==> config.mk <==
export PLATFORM = sky130hd
export DESIGN_NAME = priority_source_mux_with_timeout
export DESIGN_NICKNAME = d
export VERILOG_FILES = /design/src/hw/rtl/psmt_pkg.sv /design/src/hw/rtl/priority_source_mux_with_timeout.sv
export SDC_FILE = /design/constraint.sdc
export NUM_CORES = 1
export LEC_CHECK = 0
export BUFFER_PORTS_ARGS = -buffer_cell sky130_fd_sc_hd__buf_4
export CAP_MARGIN = 5
export CORE_MARGIN = 5
export CORE_UTILIZATION = 50
export CTS_CLUSTER_SIZE = 30
export DETAILED_ROUTE_END_ITERATION = 10
export PLACE_DENSITY = 0.69
export SYNTH_ARGS = -nofsm -noshare
export SYNTH_HDL_FRONTEND = slang
export SYNTH_SLANG_ARGS = --single-unit
==> constraint.sdc <==
create_clock -name clk -period 17.63 [get_ports clk]
set_clock_uncertainty 0.15 [all_clocks]
set_input_delay 4.4075 -clock clk [delete_from_list [all_inputs] [get_ports clk]]
set_output_delay 4.4075 -clock clk [all_outputs]
set_load 0.005 [all_outputs]
==> src/hw/rtl/psmt_pkg.sv <==
// ----------------------------------------------------------------------------
// psmt_pkg
// Shared types and constants of the priority source multiplexer with
// timeout release.
// ----------------------------------------------------------------------------
package psmt_pkg;

    localparam int NUM_SOURCES   = 8;
    localparam int SRC_BITS      = 3;
    localparam int TICK_BITS     = 16;
    localparam int PRIO_BITS     = 8;
    localparam int VEL_BITS      = 16;
    localparam int NUM_VEL       = 6;
    localparam int DATA_BITS     = VEL_BITS * NUM_VEL;
    localparam int IN_USER_BITS  = 1 + SRC_BITS;
    localparam int OUT_USER_BITS = 3 + SRC_BITS;
    localparam int CFG_ADDR_BITS = 2;
    localparam int CFG_DATA_BITS = 64;
    localparam int USE_BITS      = 4;
    localparam int PRIO_FIELD    = 8;
    localparam int TIMEOUT_FIELD = 16;

    typedef logic [SRC_BITS-1:0]  src_t;
    typedef logic [TICK_BITS-1:0] tick_t;
    typedef logic [PRIO_BITS-1:0] prio_t;

    typedef enum logic [CFG_ADDR_BITS-1:0] {
        CFG_SOURCES_IN_USE    = 2'd0,
        CFG_SOURCE_PRIORITIES = 2'd1,
        CFG_TIMEOUTS_LOW      = 2'd2,
        CFG_TIMEOUTS_HIGH     = 2'd3
    } cfg_reg_t;

    typedef enum logic {
        OP_COMMAND = 1'b0,
        OP_TICK    = 1'b1
    } op_t;

    typedef struct packed {
        logic [DATA_BITS-1:0]     data;
        logic [OUT_USER_BITS-1:0] user;
    } result_t;

endpackage

==> src/hw/rtl/priority_source_mux_with_timeout.sv <==
// ----------------------------------------------------------------------------
// priority_source_mux_with_timeout
// Command multiplexer over up to eight sources with per-source priority and
// timeout release of ownership.
// ----------------------------------------------------------------------------
// Usage:
//   Slave stream carries one word per command or timer tick. s_tuser holds
//   op (1 = tick) and the sending source; s_tdata holds six velocity words.
//   Master stream returns one result word per input word: the forwarded
//   velocities (zero when not forwarded) and in m_tuser the forwarded flag,
//   owner-changed flag, owner-valid flag and owner index.
//   Configuration is written through cfg_we/cfg_addr/cfg_data while idle.
//   Results are registered in the result register, or the skid register
//   while the receiver stalls; one word per cycle is sustained while the
//   receiver keeps up, as arbitration and counter update are combinational.
//   A two-entry output stage (result register plus skid register) keeps
//   s_tready high while one result waits on a stalled receiver; with both
//   entries full, s_tready drops until the receiver takes a word. Reset
//   clears all tick counters, ownership, configuration and the output stage.
// ----------------------------------------------------------------------------
module priority_source_mux_with_timeout
(
    input  logic                                   clk,
    input  logic                                   rst_n,
    input  logic                                   cfg_we,
    input  logic [psmt_pkg::CFG_ADDR_BITS-1:0]     cfg_addr,
    input  logic [psmt_pkg::CFG_DATA_BITS-1:0]     cfg_data,
    input  logic                                   s_tvalid,
    output logic                                   s_tready,
    // linear_x, linear_y, linear_z, angular_x, angular_y, angular_z
    input  logic [psmt_pkg::DATA_BITS-1:0]         s_tdata,
    // op, source
    input  logic [psmt_pkg::IN_USER_BITS-1:0]      s_tuser,
    output logic                                   m_tvalid,
    input  logic                                   m_tready,
    // out_linear_x, out_linear_y, out_linear_z, out_angular_x,
    // out_angular_y, out_angular_z
    output logic [psmt_pkg::DATA_BITS-1:0]         m_tdata,
    // forwarded, owner_changed, owner_valid, owner
    output logic [psmt_pkg::OUT_USER_BITS-1:0]     m_tuser
);
    import psmt_pkg::*;

    logic [USE_BITS-1:0]      sources_in_use_reg;
    logic [CFG_DATA_BITS-1:0] source_priorities_reg;
    logic [CFG_DATA_BITS-1:0] timeouts_low_reg;
    logic [CFG_DATA_BITS-1:0] timeouts_high_reg;

    tick_t ticks_reg  [NUM_SOURCES];
    tick_t ticks_next [NUM_SOURCES];
    src_t  owner_reg;
    src_t  owner_next;
    logic  owner_valid_reg;
    logic  owner_valid_next;

    logic    out_valid_reg;
    logic    out_valid_next;
    result_t out_reg;
    result_t out_next;
    logic    skid_valid_reg;
    logic    skid_valid_next;
    result_t skid_reg;
    result_t skid_next;

    logic                          accept;
    logic                          pop;
    op_t                           op;
    src_t                          src;
    logic                          in_use;
    logic                          granted;
    logic                          changed;
    prio_t                         src_prio;
    prio_t                         owner_prio;
    tick_t                         reload;
    logic [2*CFG_DATA_BITS-1:0]    timeouts;
    result_t                       result;

    assign accept   = s_tvalid && s_tready;
    assign pop      = out_valid_reg && m_tready;
    assign s_tready = !skid_valid_reg;
    assign m_tvalid = out_valid_reg;
    assign m_tdata  = out_reg.data;
    assign m_tuser  = out_reg.user;

    assign op       = op_t'(s_tuser[0]);
    assign src      = s_tuser[SRC_BITS:1];
    assign timeouts = {timeouts_high_reg, timeouts_low_reg};

    assign in_use = (sources_in_use_reg >= USE_BITS'(NUM_SOURCES))
                    || ({1'b0, src} < sources_in_use_reg);
    assign src_prio   = source_priorities_reg[PRIO_FIELD*src +: PRIO_BITS];
    assign owner_prio = source_priorities_reg[PRIO_FIELD*owner_reg +: PRIO_BITS];

    always_comb
    begin
        reload = timeouts[TIMEOUT_FIELD*src +: TICK_BITS];
        if (reload == '0)
        begin
            reload = TICK_BITS'(1);
        end
    end

    always_comb
    begin
        for (int i = 0; i < NUM_SOURCES; i++)
        begin
            ticks_next[i] = ticks_reg[i];
        end
        owner_next       = owner_reg;
        owner_valid_next = owner_valid_reg;
        granted          = 1'b0;
        changed          = 1'b0;

        if (op == OP_COMMAND)
        begin
            if (in_use)
            begin
                ticks_next[src] = reload;
                if (!owner_valid_reg || owner_reg == src || src_prio > owner_prio)
                begin
                    granted = 1'b1;
                    if (!owner_valid_reg || owner_reg != src)
                    begin
                        owner_next       = src;
                        owner_valid_next = 1'b1;
                        changed          = 1'b1;
                    end
                end
            end
        end
        else
        begin
            for (int i = 0; i < NUM_SOURCES; i++)
            begin
                if (ticks_reg[i] != '0)
                begin
                    ticks_next[i] = ticks_reg[i] - TICK_BITS'(1);
                    if (ticks_reg[i] == TICK_BITS'(1) && owner_valid_reg
                        && owner_reg == SRC_BITS'(i))
                    begin
                        owner_next       = '0;
                        owner_valid_next = 1'b0;
                        changed          = 1'b1;
                    end
                end
            end
        end

        result.data = granted ? s_tdata : '0;
        result.user = {(owner_valid_next ? owner_next : src_t'(0)),
                       owner_valid_next, changed, granted};
    end

    always_comb
    begin
        out_valid_next  = out_valid_reg;
        out_next        = out_reg;
        skid_valid_next = skid_valid_reg;
        skid_next       = skid_reg;
        if (accept)
        begin
            if (!out_valid_reg || pop)
            begin
                out_valid_next = 1'b1;
                out_next       = result;
            end
            else
            begin
                skid_valid_next = 1'b1;
                skid_next       = result;
            end
        end
        else if (pop)
        begin
            if (skid_valid_reg)
            begin
                out_next        = skid_reg;
                skid_valid_next = 1'b0;
            end
            else
            begin
                out_valid_next = 1'b0;
            end
        end
    end

    always_ff @(posedge clk or negedge rst_n)
    begin
        if (!rst_n)
        begin
            sources_in_use_reg    <= '0;
            source_priorities_reg <= '0;
            timeouts_low_reg      <= '0;
            timeouts_high_reg     <= '0;
        end
        else if (cfg_we)
        begin
            case (cfg_reg_t'(cfg_addr))
                CFG_SOURCES_IN_USE:    sources_in_use_reg    <= cfg_data[USE_BITS-1:0];
                CFG_SOURCE_PRIORITIES: source_priorities_reg <= cfg_data;
                CFG_TIMEOUTS_LOW:      timeouts_low_reg      <= cfg_data;
                CFG_TIMEOUTS_HIGH:     timeouts_high_reg     <= cfg_data;
                default:               ;
            endcase
        end
    end

    always_ff @(posedge clk or negedge rst_n)
    begin
        if (!rst_n)
        begin
            for (int i = 0; i < NUM_SOURCES; i++)
            begin
                ticks_reg[i] <= '0;
            end
            owner_reg       <= '0;
            owner_valid_reg <= 1'b0;
        end
        else if (accept)
        begin
            for (int i = 0; i < NUM_SOURCES; i++)
            begin
                ticks_reg[i] <= ticks_next[i];
            end
            owner_reg       <= owner_next;
            owner_valid_reg <= owner_valid_next;
        end
    end

    always_ff @(posedge clk or negedge rst_n)
    begin
        if (!rst_n)
        begin
            out_valid_reg  <= 1'b0;
            skid_valid_reg <= 1'b0;
        end
        else
        begin
            out_valid_reg  <= out_valid_next;
            skid_valid_reg <= skid_valid_next;
        end
    end

    always_ff @(posedge clk)
    begin
        out_reg  <= out_next;
        skid_reg <= skid_next;
    end

endmodule
==> flow_metrics.tcl <==
set metrics [dict create \
    status "completed" \
    yosys-top-cells-area "dfrtp_1 (32%), edfxtp_1 (23%), mux2_2 (13%)" \
    mappedNetlistNets 2378 \
    route.met3.wl_mm 5.63 \
    syn_area_mm2 0.0262 \
    yosysSeqAreaShare 0.549 \
    peakVddDrop_mv 0.0903 \
    io_pins 275 \
    detail-route-antenna-nets 0 \
    fmax_mhz 114 \
    dpl_cell_area_mm2 0.0289 \
    largest_reg_flops 128 \
    min_path_type "reg2reg" \
    dpl_worst_slack_ns 8.34 \
    dp_hpwl_mm 52.2 \
    clock_path_buffers 3 \
    row_count 83 \
    crit_arrival_ns 8.97 \
    drt_pass1_iterations 7 \
    maxSlewHeadroom 0.0339 \
    critical_path_class "in2reg" \
    finalNonFillerCells 3147 \
    rsz0062_at_grt "false" \
    antennaDiodeCount 0 \
    drive_gt1_frac 0.311 \
    synth.top_cell.area_share 0.315 \
    maxCapViolations 0 \
    ys_ff_latch 534 \
    ys_types 80 \
    topRoutingLayerUsed "met4" \
    grt_first_pass_wirelength_mm 116 \
    fin_crit_sh 0.497 \
    async_flop_share 0.618 \
    clkTransAtPathRegs_ns 0.06 \
    drc 0 \
    grt_max_degree 134 \
    synth_edf_count 204 \
    cp.required_ns 17.84 \
    fin_area_mm2 0.0307 \
    gp_congestion 0.936 \
    die_h_um 239 \
    hold_violations 0 \
    clock_latency_ns 0.61 \
    antenna_found_initial 0 \
    grt_pass1_vias 19300 \
    synth.avg_cell_area_um2 12.0 \
    clkSinkCount 534 \
    cts_buffers 57 \
    cp-start-kind "primary input" \
    power.density_mw_per_mm2 144 \
    ctsResizeCount 0 \
    core_area_mm2 0.0516 \
    drtIter0Drc 1835 \
    synth-main-ff-cell "dfrtp_1" \
    die_area_mm2 0.0571 \
    yosysWarnings 0 \
    routed_wl_mm 76.1 \
    num_vias 19400 \
    holdBufCountCts 0 \
    netlist_instances 2181 \
    viasPerCell 6.18 \
    setup_tns_ns 0 \
    start_util 0.507 \
    crit_path_max_fanout 100 \
    overflow 0 \
    port_buffers 274 \
    synthToLayoutAreaGrowth_pct 17.4 \
    synth_area_leader_cell "dfrtp_1" \
    slew_viol_final 0 \
    cts_tree "yes" \
    wl_per_cell_um 24.2 \
    grt_use_total 0.259 \
    hold_ws_ns 0.343 \
    leakage_nw 12.0 \
    cts_root_buf "clkbuf_16" \
    fp.dieW_um 239 \
    endpoint_kind "flop" \
    final.setup.worst_slack_ns 8.87 \
    tightest_slew_ns 1.44 \
    h-tree-depth 2 \
    numPlacedInstances 3043 \
    wl_met2_mm 36.7 \
    fin_util 0.596 \
    drt-met1-wl_mm 31.1 \
    min_period_ns 8.76 \
    total_power_mw 4.43 \
    cts_setup_buffers 0 \
    setup_violations 0 \
    nets 2621 \
]
-- final cells by class --
type / instances / area, um^2
clock buffers: 84 / 1670
well taps: 680 / 851
clock inverters: 18 / 180
flip-flops and latches: 534 / 14400
fillers: 4189 / 20900
repair buffers: 309 / 2350
inverters: 37 / 139
multi-input cells: 1485 / 11200
-- cells in the mapped netlist (all sizes together), types with 13 or more instances --
cell and number:
dfrtp 330, mux2 302, edfxtp 204, o21ai 167, nand2 116, nor2 113, a21oi 112, and2 105
clkbuf 89, nor3 79, nand3 62, a22oi 49, inv 37, mux4 37, buf 36, o22ai 31
ha 26, nor4 25, mux2i 24, nand4 21, a221oi 18, or3 15, a221o 14, o31ai 13
-- final timing paths --
kind                       slack [ns]                    end           start  depth (start not counted)
min in group asynchronous        3.69  timeouts_high_reg[30]           rst_n                          1
min                              0.34         ticks_reg[127]  ticks_reg[127]                          2
max reg2reg                     13.18             m_tuser[5]    owner_reg[0]                         10
min reg2reg                      0.34         ticks_reg[127]  ticks_reg[127]                          2
max in group asynchronous       11.36           owner_reg[0]           rst_n                          3
max                              8.87             m_tuser[5]      s_tuser[2]                         15
-- per-layer routing --
metal  track usage  up-vias
met1         0.354     9737
met5             0        -
met2         0.422      813
met3        0.0443      152
met4        0.0910        0
li1              -     8746
-- cells in the final DEF (no fill, tap or decap), types with 23 or more instances in the layout --
cell type / count
nor2_1: 111
and2_1: 105
o22ai_1: 31
mux2_2: 298
edfxtp_1: 204
a22oi_1: 49
nor3_1: 77
ha_1: 26
nand2_1: 114
a21oi_1: 111
mux4_2: 34
inv_1: 34
buf_4: 305
dfrtp_1: 329
o21ai_0: 68
o21ai_1: 98
clkbuf_16: 58
nand3_1: 61
nor4_1: 23
-- critical path, cell delays in order --
cell and delay (ns):
buf_4 0.25, buf_4 0.42, nand2_1 0.17, nor2_1 1.11, a221oi_1 0.25, and3_1 0.26, ha_1 0.19, nor2b_1 0.11
o211ai_1 0.09, a21o_1 0.16, a211o_1 0.32, nand2_2 0.08, buf_4 0.67, mux2i_1 0.33, o21ai_1 0.10
-- cell families after synthesis --
group | after synthesis | share of synthesized area
AO/OA/AOI/OAI | 491 | 0.120
AND/OR/NAND/NOR | 602 | 0.119
multiplexers | 363 | 0.173
flip-flops | 534 | 0.549
XOR/XNOR | 3 | 0.00100
buffers and inverters | 162 | 0.0266
adder cells (fa/ha/maj) | 26 | 0.0124
-- power by group --
part | total [mW] | switching [mW] | leakage (nW) | internal (mW)
clock network | 1.19 | 0.503 | 0.913 | 0.685
registers | 1.95 | 0.270 | 5.84 | 1.68
logic | 1.29 | 0.693 | 5.24 | 0.598
(Power assumes the default switching activity.)
